===== src/fpop_pkg.sv =====
package fpop_pkg;

  localparam int CODE_W = 3;
  localparam int SIDE_W = 4;
  localparam int IDX_W  = 6;
  localparam int POS_W  = 3;

  localparam logic SHAPE_QUAD = 1'b0;
  localparam logic SHAPE_HEX  = 1'b1;

  typedef enum logic [CODE_W-1:0] {
    ORI_0 = 3'd0,
    ORI_1 = 3'd1,
    ORI_2 = 3'd2,
    ORI_3 = 3'd3,
    ORI_4 = 3'd4,
    ORI_5 = 3'd5,
    ORI_6 = 3'd6,
    ORI_7 = 3'd7
  } orient_t;

  // highest orientation a quadrilateral face accepts
  localparam orient_t QUAD_ORI_MAX = ORI_1;

  typedef logic [POS_W-1:0] pos_t;

  typedef struct packed {
    logic                quad;
    orient_t             code;
    logic [SIDE_W-1:0]   n;
  } job_t;

endpackage


===== src/face_point_order_permutation.sv =====
// Face point reorder sequencer. Each accepted item (orient, side_points) yields
// the run of orientation-0 point indices for one face: N results for a
// quadrilateral face, N*N for a hexahedron face (N saturated to MAX_SIDE), the
// final one marked by last. An orientation the shape does not accept yields a
// single result with bad_orient and last set and point_index 0; a valid
// orientation with N = 0 yields nothing. One multiply-add unit computes one
// index per cycle while the sink takes every result and holds the scan while
// the output is stalled; in_ready is low until the last result has been
// loaded into the output register. The shape_kind register (reset 1, hexahedron)
// is written through cfg_valid.
module face_point_order_permutation #(
  parameter int MAX_SIDE = 8
) (
  input  logic                            clk,
  input  logic                            rst,
  input  logic                            cfg_valid,
  output logic                            cfg_ready,
  input  logic                            shape_kind,
  input  logic                            in_valid,
  output logic                            in_ready,
  input  logic [fpop_pkg::CODE_W-1:0]     orient,
  input  logic [fpop_pkg::SIDE_W-1:0]     side_points,
  output logic                            out_valid,
  input  logic                            out_ready,
  output logic [fpop_pkg::IDX_W-1:0]      point_index,
  output logic                            last,
  output logic                            bad_orient
);
  import fpop_pkg::*;

  typedef enum logic [1:0] {IDLE, RUN, ERR} state_t;

  state_t              state;
  logic                kind;
  job_t                job;
  pos_t                a;
  pos_t                b;
  logic [SIDE_W-1:0]   n_sat;
  logic [SIDE_W-1:0]   nm1;
  logic                slot_free;
  logic                load;
  logic [IDX_W-1:0]    unit_idx;
  logic                unit_last;

  fpop_index_unit u_index (
    .job  (job),
    .a    (a),
    .b    (b),
    .idx  (unit_idx),
    .last (unit_last)
  );

  assign n_sat     = (side_points > SIDE_W'(MAX_SIDE)) ? SIDE_W'(MAX_SIDE) : side_points;
  assign nm1       = job.n - SIDE_W'(1);
  assign slot_free = !out_valid || out_ready;
  assign load      = ((state == RUN) || (state == ERR)) && slot_free;
  assign in_ready  = (state == IDLE);
  assign cfg_ready = 1'b1;

  always_ff @(posedge clk) begin
    if (rst) begin
      state     <= IDLE;
      out_valid <= 1'b0;
      kind      <= SHAPE_HEX;
    end else begin
      if (cfg_valid) begin
        kind <= shape_kind;
      end
      // raise valid on a new result, drop it once the item is taken
      if (load) begin
        out_valid <= 1'b1;
      end else if (out_ready) begin
        out_valid <= 1'b0;
      end
      unique case (state)
        IDLE: begin
          if (in_valid) begin
            job.quad <= (kind == SHAPE_QUAD);
            job.code <= orient_t'(orient);
            job.n    <= n_sat;
            a        <= '0;
            b        <= '0;
            if (kind == SHAPE_QUAD && orient > QUAD_ORI_MAX) begin
              state <= ERR;
            end else if (n_sat != '0) begin
              state <= RUN;
            end
          end
        end
        RUN: begin
          // emit one index and advance the scan
          if (slot_free) begin
            point_index <= unit_idx;
            last        <= unit_last;
            bad_orient  <= 1'b0;
            if (unit_last) begin
              state <= IDLE;
            end else if (b == nm1[POS_W-1:0]) begin
              b <= '0;
              a <= a + pos_t'(1);
            end else begin
              b <= b + pos_t'(1);
            end
          end
        end
        ERR: begin
          if (slot_free) begin
            point_index <= '0;
            last        <= 1'b1;
            bad_orient  <= 1'b1;
            state       <= IDLE;
          end
        end
        default: state <= IDLE;
      endcase
    end
  end

endmodule


===== src/fpop_index_unit.sv =====
module fpop_index_unit (
  input  fpop_pkg::job_t                 job,
  input  fpop_pkg::pos_t                 a,
  input  fpop_pkg::pos_t                 b,
  output logic [fpop_pkg::IDX_W-1:0]     idx,
  output logic                           last
);
  import fpop_pkg::*;

  logic [SIDE_W-1:0]     nm1;
  pos_t                  side_m1;
  pos_t                  ra;
  pos_t                  rb;
  pos_t                  row;
  pos_t                  col;
  pos_t                  rows_m1;
  logic [IDX_W:0]        prod;
  logic [IDX_W:0]        sum;

  // mirrored coordinates
  assign nm1     = job.n - SIDE_W'(1);
  assign side_m1 = nm1[POS_W-1:0];
  assign ra      = side_m1 - a;
  assign rb      = side_m1 - b;

  // pick row and column of the source point for this orientation
  always_comb begin
    row = '0;
    col = b;
    if (job.quad) begin
      row = '0;
      col = (job.code == ORI_0) ? b : rb;
    end else begin
      unique case (job.code)
        ORI_0: begin row = a;  col = b;  end
        ORI_1: begin row = b;  col = ra; end
        ORI_2: begin row = ra; col = rb; end
        ORI_3: begin row = rb; col = a;  end
        ORI_4: begin row = b;  col = a;  end
        ORI_5: begin row = a;  col = rb; end
        ORI_6: begin row = rb; col = ra; end
        ORI_7: begin row = ra; col = b;  end
        default: begin row = a; col = b; end
      endcase
    end
  end

  // shared multiply-add: row * N + col
  assign prod = (IDX_W+1)'(row) * (IDX_W+1)'(job.n);
  assign sum  = prod + (IDX_W+1)'(col);
  assign idx  = sum[IDX_W-1:0];

  // flag the final position of the scan
  assign rows_m1 = job.quad ? pos_t'(0) : side_m1;
  assign last    = (a == rows_m1) && (b == side_m1);

endmodule


===== config.mk =====
export PLATFORM = sky130hd
export DESIGN_NAME = face_point_order_permutation
export DESIGN_NICKNAME = d
export VERILOG_FILES = /design/src/fpop_pkg.sv /design/src/face_point_order_permutation.sv /design/src/fpop_index_unit.sv
export SDC_FILE = /design/constraint.sdc
export NUM_CORES = 1
export LEC_CHECK = 0
export BUFFER_PORTS_ARGS = -buffer_cell sky130_fd_sc_hd__buf_2
export CAP_MARGIN = 0
export CORE_MARGIN = 2
export CORE_UTILIZATION = 64
export DETAILED_ROUTE_END_ITERATION = 8
export PLACE_DENSITY = 0.84
export SYNTH_ARGS = -nofsm -noshare
export SYNTH_HDL_FRONTEND = slang
export SYNTH_HIERARCHICAL = 1
export SYNTH_SLANG_ARGS = --single-unit

===== constraint.sdc =====
create_clock -name clk -period 11.3 [get_ports clk]
set_input_delay 1.13 -clock clk [delete_from_list [all_inputs] [get_ports clk]]
set_output_delay 1.13 -clock clk [all_outputs]
set_load 0.03 [all_outputs]

==> flow_metrics.env, run 1 <==
export IMPL_grt_usage_pct=22.7
export IMPL_worst_path_max_fanout=7
export IMPL_clockBufferDepth=2
export IMPL_firstDrtPassIters=4
export IMPL_r2r_start="job[0]"
export IMPL_worst_slew_pin_slew_ns=0.575
export IMPL_post_drt_via_cell_ratio=5.65
export IMPL_dp_cells=269
export IMPL_cp_endpoint="point_index[5]"
export IMPL_yosysSeqAreaShare_pct=33.8
export IMPL_setup_ws_ns=6.31
export IMPL_tritoncts="done"
export IMPL_final_common_cell="inv_1"
export IMPL_layout_drive_gt1_share_pct=18.5
export IMPL_rows=21
export IMPL_pin_count=24
export IMPL_cp_cell_sequence="inv_1 > ha_1 > fa_1 > xnor2_1 > xnor2_1 > a222oi_1 > nor2_1 > nand2_1 > fa_1 > inv_1 > fa_1 > inv_1 > fa_1 > inv_1 > a21o_1 > a21oi_1 > xnor2_1 > xnor2_1 > nor2b_1"
export IMPL_core_area_sq_um=3310
export IMPL_gr_total_overflow=0
export IMPL_crit_slowest_cell="fa_1"
export IMPL_ys_seq_elements=26
export IMPL_dp_hpwl_um=3220
export IMPL_skew_ns=0.00761
export IMPL_nets=267
export IMPL_drv_cap=0
export IMPL_final_cell_count_no_fill=273
export IMPL_max_freq_ghz=0.200
export IMPL_synthTopCellsByArea="edfxtp_1, ha_1, mux4_2"
export IMPL_htree_levels=1
export IMPL_critPathTopFamily="adder cells"
export IMPL_dpl_worst_slack_ns=6.31
export IMPL_via_count=1542
export IMPL_syn_area_sq_um=2190
export IMPL_clk_latency_ns=0.32
export IMPL_hold_class="flop to flop"
export IMPL_synth_cell_types=52
export IMPL_postCtsSetupBuffers=0
export IMPL_layout_common_cells="inv_1, edfxtp_1, buf_2, ha_1, nor2_1"
export IMPL_synth_top_area_share_pct=30.2
export IMPL_cts_inserted_buffers=3
export IMPL_cp_data_arrival_time_ns=5.07
export IMPL_yosys_warnings=6
export IMPL_finalHoldViolations=0
export IMPL_wl_per_cell_um=14.5
export IMPL_path_depth=19
export IMPL_ir_worst_vdd_v=0.0000986
export IMPL_clkTransAtPathRegs_ns=0.13
export IMPL_hold_start="kind"
export IMPL_hold_buffers=0
export IMPL_grt_start_max_net_pins=17
export IMPL_synthCells=209
export IMPL_die_h_um=62.5
export IMPL_synth_edf_count=22
export IMPL_crit_path_max_incr_delay_ns=0.56
export IMPL_syn2layout_area_growth_pct=7.14
export IMPL_synth_ff_type="edfxtp_1"
export IMPL_drt_iter0_drc=90
export IMPL_endpoint_kind="flop"
export IMPL_slew_headroom_pct=61.4
export IMPL_n_antenna_cell=0
export IMPL_dieArea_sq_um=3910
export IMPL_r2r_setup_slack_ns=6.31
export IMPL_synth_nets=248
export IMPL_grt_pass1_wl_um=7010
export IMPL_rsz0062_at_grt="false"
export IMPL_crit_start="job[0]"
export IMPL_routed_wl_um=3970
export IMPL_place_gp_congestion=0.893
export IMPL_tns_ns=0
export IMPL_synthArstFlopShare_pct=0
export IMPL_post_cts_resized=0
export IMPL_start_kind="flop"
export IMPL_cp_num_buf_inv=4
export IMPL_setup_viol=0
export IMPL_drcViolationCount=0
export IMPL_finalCritPeriodShare_pct=44.2
export IMPL_antenna_found_initial=0
export IMPL_r2r_worst_path_cells=19
export IMPL_cts_sinks=26
export IMPL_cts_root_buf="clkbuf_4"
export IMPL_cellPowerDensity_nw_per_um2=148
export IMPL_ant_nets=0
export IMPL_cp_required_ns=11.38
export IMPL_leakage_nw=1.03
export IMPL_portBuffers=22
export IMPL_die_w_um=62.5
export IMPL_slew_viol_final=0
export IMPL_r2r_end="point_index[5]"
export IMPL_crit_type="flop to flop"
export IMPL_initial_core_util_pct=66.2
export IMPL_synth_top_cell_by_area="edfxtp_1"
export IMPL_synth_area_per_cell_sq_um=10.5
export IMPL_grt_pass1_vias=1578
export IMPL_status="completed"
export IMPL_fillers=260
export IMPL_period_minus_slack_ns=4.99
## worst min-delay path by stage
stage / depth (start not counted) / to
CTS: 1 / job[7]
global placement: 1 / job[7]
detailed placement: 1 / job[7]
global route: 1 / job[7]
finish: 1 / job[7]
floorplan: 1 / job[7]
## stage by stage
| stage | hold slack, ns | utilization (%) | instance area, sq um | power (mW) |
|---|---|---|---|---|
| 2_1_floorplan | 0.444 | - | 2190 | 0.273 |
| 3_3_place_gp | 0.467 | 70.1 | 2320 | 0.303 |
| 3_5_place_dp | 0.487 | 70.1 | 2320 | 0.309 |
| 4_1_cts | 0.521 | 70.9 | 2350 | 0.349 |
| 5_1_grt | 0.543 | 70.9 | 2350 | 0.375 |
| 6_report | 0.520 | 70.9 | 2350 | 0.348 |
## registers in the layout (all words and copies together), names as in the netlist
register,count
bad_orient,1
kind,1
point_index,6
job,8
b,3
a,3
out_valid,1
last,1
state,2
## routing by layer
layer	vias to the layer above	part of all wire, %	GRT usage [%]
li1	762	-	-
met1	723	44	29.0
met5	-	0	0
met4	0	1.9	10.6
met2	50	50	39.0
met3	7	4.4	2.34
## where the power goes
| group | internal, mW | switching [mW] |
|---|---|---|
| Sequential | 0.124 | 0.0149 |
| Combinational | 0.0772 | 0.0913 |
| Clock | 0.0138 | 0.0265 |
| Total | 0.215 | 0.133 |
## cell usage after synthesis, drive strengths merged, types with 2 or more instances
| master | number |
|---|---|
| nand2b | 2 |
| nor2 | 12 |
| a21o | 2 |
| and2 | 6 |
| a21oi | 9 |
| inv | 25 |
| dfxtp | 4 |
| nand3b | 2 |
| ha | 20 |
| nand3 | 3 |
| nor2b | 12 |
| mux4 | 6 |
| mux2 | 2 |
| mux2i | 2 |
| a31oi | 3 |
| clkbuf | 5 |
| xnor2 | 10 |
| nor4 | 2 |
| edfxtp | 22 |
| o21ai | 5 |
| buf | 3 |
| nor3 | 7 |
| nand2 | 11 |
| o211ai | 2 |
| and3 | 3 |
| xor2 | 7 |
| nor3b | 2 |
| fa | 6 |
## cell families (layout without fill, tap and decap cells)
group	Yosys count	after routing	synth area share, %
simple gates	64	64	16.2
buf+inv	33	51	6.00
compound gates	31	31	10.3
fa+ha+maj	26	26	16.9
flops	26	26	33.8
xor+xnor	18	18	8.51
mux	10	10	8.11
other cells	1	1	0.171
## cell type report
cell class / instances / area, sq um / share of cell area [%]
multi-input cells: 150 / 1320 / 56.2
flip-flops and latches: 26 / 741 / 31.6
repair buffers: 22 / 110 / 4.69
inverters: 25 / 93.8 / 4.00
well taps: 46 / 57.6 / 2.45
clock buffers: 4 / 26.3 / 1.12
No activity file was read; power rests on OpenSTA's default activity.
==> run 2, diff against run 1 <==
--- a/config.mk
+++ b/config.mk
@@ -8,9 +8,9 @@
 export BUFFER_PORTS_ARGS = -buffer_cell sky130_fd_sc_hd__buf_2
 export CAP_MARGIN = 0
 export CORE_MARGIN = 2
-export CORE_UTILIZATION = 64
+export CORE_UTILIZATION = 53
 export DETAILED_ROUTE_END_ITERATION = 8
-export PLACE_DENSITY = 0.84
+export PLACE_DENSITY = 0.74
 export SYNTH_ARGS = -nofsm -noshare
 export SYNTH_HDL_FRONTEND = slang
 export SYNTH_HIERARCHICAL = 1
==> constraint.sdc (replaced) <==
create_clock -name clk -period 4 [get_ports clk]
set_input_delay 0.4 -clock clk [delete_from_list [all_inputs] [get_ports clk]]
set_output_delay 0.4 -clock clk [all_outputs]
set_load 0.03 [all_outputs]
==> run 2 against run 1 <==
The flow now finishes with violations (negative setup slack). Register-to-register slack worse by 6.7 ns. Total power rose to 3.5 times the previous value. Flip-flop and latch count is the same. Clock skew increased by 0.0037 ns. Core utilization shrank 2.3 points. Wire length up 23%. Sequential power increased to 2.7 times the previous value. Critical path depth is 1 higher. First-iteration DRC count up 58%. Non-clock buffer count increased by 34. Hold slack worse by 0.22 ns.
==> flow_metrics.env, run 2 (synthesis results as in run 1) <==
export IMPL_final_common_cell="buf_4"
export IMPL_rows=23
export IMPL_dp_hpwl_um=3740
export IMPL_design_area_sq_um=2740
export IMPL_largest_reg_flops=8
export IMPL_leakage_nw=1.21
export IMPL_combPwrFrac_pct=55.8
export IMPL_crit_start="job[0]"
export IMPL_cp_data_arrival_time_ns=4.41
export IMPL_drv_cap=0
export IMPL_grt_start_max_net_pins=17
export IMPL_clockPowerShare_pct=12.8
export IMPL_swShare_pct=37.2
export IMPL_gr_total_overflow=0
export IMPL_critPathTopFamily="adder cells"
export IMPL_p_sw_mw=0.450
export IMPL_clockBufferDepth=2
export IMPL_power_frac_seq_pct=31.4
export IMPL_place_area_sq_um=2560
export IMPL_status="finished, violations left"
export IMPL_cts_inserted_buffers=3
export IMPL_cts_root_buf="clkbuf_8"
export IMPL_dieArea_sq_um=4660
export IMPL_finalHoldViolations=0
export IMPL_cellPowerDensity_nw_per_um2=442
export IMPL_cp_num_buf_inv=5
export IMPL_worst_slew_pin_slew_ns=0.646
export IMPL_dpl_worst_slack_ns=-0.352
export IMPL_crit_type="flop to flop"
export IMPL_clk_latency_ns=0.28
export IMPL_period_minus_slack_ns=4.38
export IMPL_layout_common_cells="buf_4, edfxtp_1, buf_2, inv_1, ha_1"
export IMPL_cp_cell_sequence="inv_2 > ha_4 > fa_2 > xnor2_2 > xnor2_2 > a222oi_1 > buf_4 > nor2_4 > nand2_2 > fa_1 > inv_1 > fa_1 > inv_2 > fa_2 > inv_1 > a21o_1 > a21oi_2 > xnor2_1 > xnor2_1 > nor2b_1"
export IMPL_setup_viol=4
export IMPL_cts_sinks=26
export IMPL_grt_pass1_vias=1655
export IMPL_antenna_found_initial=0
export IMPL_drt_iter0_drc=142
export IMPL_slew_viol_final=0
export IMPL_finalCritPeriodShare_pct=110
export IMPL_drcViolationCount=0
export IMPL_die_w_um=68.3
export IMPL_endpoint_kind="flop"
export IMPL_wl_per_cell_um=15.7
export IMPL_syn2layout_area_growth_pct=25.2
export IMPL_cp_required_ns=4.03
export IMPL_grt_usage_pct=22.4
export IMPL_routed_wl_um=4890
export IMPL_post_drt_via_cell_ratio=5.37
export IMPL_setup_ws_ns=-0.382
export IMPL_crit_slowest_cell="fa_1"
export IMPL_crit_path_max_incr_delay_ns=0.51
export IMPL_via_count=1669
export IMPL_max_freq_ghz=0.228
export IMPL_htree_levels=1
export IMPL_ir_worst_vdd_v=0.000237
export IMPL_core_area_sq_um=4000
export IMPL_r2r_start="job[0]"
export IMPL_hold_start="orient[0]"
export IMPL_largestRegisters="job (8), point_index (6)"
export IMPL_violations="negative setup slack"
export IMPL_hold_class="input pin to flop"
export IMPL_pin_count=24
export IMPL_tritoncts="done"
export IMPL_ant_nets=0
export IMPL_skew_ns=0.0113
export IMPL_worst_path_max_fanout=4
export IMPL_nets=301
export IMPL_p_int_mw=0.761
export IMPL_n_antenna_cell=0
export IMPL_initial_core_util_pct=54.8
export IMPL_die_h_um=68.3
export IMPL_clkTransAtPathRegs_ns=0.10
export IMPL_start_kind="flop"
export IMPL_firstDrtPassIters=4
export IMPL_layout_drive_gt1_share_pct=36.4
export IMPL_slew_headroom_pct=57.0
export IMPL_grt_pass1_wl_um=7780
export IMPL_rsz0062_at_grt="true"
export IMPL_place_gp_congestion=0.917
export IMPL_portBuffers=22
export IMPL_top_register="job"
-- run 2: stage by stage --
step	TNS [ns]	util [%]	hold WS, ns	std cells	power (mW)
2_1_floorplan	-0.246	-	0.444	209	0.780
3_3_place_gp	-0.244	64.0	0.470	300	0.938
3_5_place_dp	-0.688	64.0	0.471	300	0.968
4_1_cts	-0.660	67.4	0.303	309	1.17
5_1_grt	-1.34	68.6	0.293	311	1.29
6_report	-0.835	68.6	0.303	311	1.21
-- run 2: what timing repair did --
action | in CTS | in global routing
resized for setup | 12 | 4
setup endpoints to repair | 4 | 4
setup buffers | 5 | 3
pin swaps | 20 | 12
hold buffers | 0 | 0
-- run 2: area by class of cell --
class | instances | area, sq um
fill | 286 | 1260
sequential | 26 | 741
inverter | 25 | 93.8
tap | 50 | 62.6
multi-input combinational | 150 | 1430
timing repair buffer | 56 | 369
clock buffer | 4 | 45.0
-- run 2: worst reg2reg max path: stages (launching register included) --
cell,delay (ns)
edfxtp_1,0.47
inv_2,0.12
ha_4,0.21
fa_2,0.35
xnor2_2,0.16
xnor2_2,0.21
a222oi_1,0.13
buf_4,0.16
nor2_4,0.10
nand2_2,0.08
fa_1,0.49
inv_1,0.05
fa_1,0.51
inv_2,0.04
fa_2,0.34
inv_1,0.08
a21o_1,0.14
a21oi_2,0.07
xnor2_1,0.20
xnor2_1,0.09
nor2b_1,0.14
-- run 2: power by group through the flow --
stage               Clock (mW)  Combinational, mW  Sequential (mW)
floorplan                    0              0.367            0.413
global placement             0              0.555            0.383
detailed placement           0              0.583            0.385
CTS                      0.157              0.633            0.380
global route             0.169              0.739            0.387
finish                   0.155              0.676            0.380
-- run 2: path summary, 6_finish.rpt --
kind	end	slack (ns)	depth (start not counted)
worst max-delay path	point_index[5]	-0.38	20
worst min-delay path	job[4]	0.30	1
worst max register to register	point_index[5]	-0.38	20
worst min register to register	job[7]	0.49	1
-- run 2: metal layers --
metal	up-vias	global-route usage [%]	wire length, um
met5	-	0	0
met4	0	3.25	20
met3	4	2.14	181
met2	43	41.5	2610
met1	789	28.7	2080
li1	833	-	-
==> run 3, diff against run 2 <==
--- a/config.mk
+++ b/config.mk
@@ -7,10 +7,12 @@
 export LEC_CHECK = 0
 export BUFFER_PORTS_ARGS = -buffer_cell sky130_fd_sc_hd__buf_2
 export CAP_MARGIN = 0
+export CORE_ASPECT_RATIO = 0.5
 export CORE_MARGIN = 2
 export CORE_UTILIZATION = 53
 export DETAILED_ROUTE_END_ITERATION = 8
 export PLACE_DENSITY = 0.74
+export SLEW_MARGIN = 20
 export SYNTH_ARGS = -nofsm -noshare
 export SYNTH_HDL_FRONTEND = slang
 export SYNTH_HIERARCHICAL = 1
==> run 3 against run 2 <==
The flow still finishes with violations (negative setup slack). Total power grew 5.5%. Global-route usage is essentially flat. Clock power grew 43%. Maximum frequency grew 0.69%. Final area grew 1.0%. Cell count grew 1.9%. Combinational power is essentially flat. Sequential power is essentially flat. Flip-flop and latch count is the same. Critical path depth is the same. Setup slack gained 0.030 ns. Highest routed layer unchanged.
==> flow_metrics.env, run 3 (synthesis results as in run 1) <==
export IMPL_setup_ws_ns=-0.352
export IMPL_clkTransAtPathRegs_ns=0.10
export IMPL_largestRegisters="job (8), point_index (6)"
export IMPL_cp_data_arrival_time_ns=4.37
export IMPL_setup_viol=4
export IMPL_post_drt_via_cell_ratio=5.56
export IMPL_antenna_found_initial=0
export IMPL_tritoncts="done"
export IMPL_cts_sinks=26
export IMPL_clk_latency_ns=0.27
export IMPL_hold_start="orient[0]"
export IMPL_place_gp_congestion=0.895
export IMPL_violations="negative setup slack"
export IMPL_worst_path_max_fanout=3
export IMPL_finalCritPeriodShare_pct=109
export IMPL_fillers=289
export IMPL_n_antenna_cell=0
export IMPL_grt_pass1_wl_um=8050
export IMPL_clockPowerShare_pct=17.3
export IMPL_drt_iter0_drc=74
export IMPL_power_frac_seq_pct=29.7
export IMPL_leakage_nw=1.24
export IMPL_period_minus_slack_ns=4.35
export IMPL_nets=303
export IMPL_dp_cells=303
export IMPL_clockBufferDepth=2
export IMPL_die_h_um=49.5
export IMPL_portBuffers=22
export IMPL_cp_required_ns=4.01
export IMPL_final_cell_count_no_fill=317
export IMPL_htree_levels=1
export IMPL_cts_inserted_buffers=3
export IMPL_gr_total_overflow=0
export IMPL_status="finished, violations left"
export IMPL_ir_worst_vdd_v=0.000185
export IMPL_p_total_mw=1.28
export IMPL_swShare_pct=35.3
export IMPL_skew_ns=0.00245
export IMPL_wl_per_cell_um=15.4
export IMPL_p_int_mw=0.827
export IMPL_grt_start_max_net_pins=17
export IMPL_crit_type="flop to flop"
export IMPL_hold_class="input pin to flop"
export IMPL_routed_wl_um=4890
export IMPL_finalHoldViolations=0
export IMPL_layout_common_cells="buf_4, inv_1, edfxtp_1, buf_2, ha_1"
export IMPL_p_sw_mw=0.452
export IMPL_endpoint_kind="flop"
export IMPL_final_common_cell="buf_4"
export IMPL_start_kind="flop"
export IMPL_drcViolationCount=0
export IMPL_slew_viol_final=0
export IMPL_rows=16
export IMPL_drv_cap=0
export IMPL_grt_pass1_vias=1705
export IMPL_max_freq_ghz=0.230
export IMPL_die_w_um=94.9
export IMPL_dieArea_sq_um=4700
export IMPL_firstDrtPassIters=4
export IMPL_syn2layout_area_growth_pct=26.5
export IMPL_combPwrFrac_pct=53.0
export IMPL_rsz0062_at_grt="true"
export IMPL_r2r_start="job[0]"
export IMPL_worst_slew_pin_slew_ns=0.698
export IMPL_slew_headroom_pct=53.5
export IMPL_cellPowerDensity_nw_per_um2=461
export IMPL_via_count=1763
export IMPL_dp_hpwl_um=3710
export IMPL_initial_core_util_pct=55.6
export IMPL_grt_usage_pct=22.4
export IMPL_ant_nets=0
export IMPL_dpl_worst_slack_ns=-0.363
export IMPL_core_area_sq_um=3940
export IMPL_largest_reg_flops=8
export IMPL_cts_root_buf="clkbuf_8"
export IMPL_crit_start="job[0]"
export IMPL_top_register="job"
export IMPL_holdWs_ns=0.299
export IMPL_layout_drive_gt1_share_pct=36.9
export IMPL_pin_count=24
run 3: cell count changes in the layout (fill, tap and decap cells not counted), sizes merged:
cell,delta
clkbuf,-1
buf,+2
bufinv,+1
run 3: repair_timing:
item                       CTS  global route
hold buffers                 0             0
pin swaps                    6             6
setup endpoints to repair    4             4
hold endpoints to repair     0             0
gates resized for setup      8             7
setup buffers                7             3
run 3: per-stage QoR:
step           util [%]  TNS, ns  cell area (sq um)
3_3_place_gp       64.8   -0.322               2560
5_1_grt            70.3    -1.72               2770
2_1_floorplan         -   -0.246               2220
6_report           70.3   -0.985               2770
3_5_place_dp       64.8   -0.644               2560
4_1_cts            68.9   -0.525               2720
run 3: power by group through the flow:
stage	combinational (mW)	sequential [mW]	clock (mW)
after floorplan	0.367	0.413	0
after global routing	0.735	0.385	0.235
after CTS	0.636	0.379	0.223
after global placement	0.551	0.383	0
after detailed placement	0.579	0.385	0
final	0.677	0.379	0.222
run 3: final cells by class:
class | instances | area (sq um) | share of cell area (%)
multi-input cells | 150 | 1410 | 50.9
clock buffers | 3 | 41.3 | 1.49
well taps | 54 | 67.6 | 2.44
flip-flops and latches | 26 | 741 | 26.7
clock inverters | 1 | 30.0 | 1.08
inverters | 25 | 93.8 | 3.39
repair buffers | 58 | 388 | 14.0
run 3: routing by layer:
metal	routed length [um]	GRT usage (%)
met2	2360	38.9
met4	43	3.38
met5	0	0
met3	235	4.13
met1	2260	30.1
run 3: critical path: stages, from the launching register on:
cell and delay (ns):
edfxtp_1 0.46, inv_2 0.11, ha_4 0.22, fa_2 0.37, xnor2_2 0.14, xnor2_1 0.24, a222oi_1 0.14, buf_4 0.17
nor2_4 0.12, nand2_2 0.07, fa_1 0.47, inv_1 0.05, fa_1 0.50, inv_1 0.06, fa_2 0.34, inv_1 0.06
a21o_1 0.12, a21oi_2 0.06, xnor2_1 0.18, xnor2_1 0.08, nor2b_1 0.13
run 3: path summary, 6_finish.rpt:
kind	to	slack [ns]	cells after the start
hold reg to reg	job[7]	0.49	1
hold / removal	job[4]	0.30	1
setup reg to reg	point_index[5]	-0.35	20
setup / recovery	point_index[5]	-0.35	20
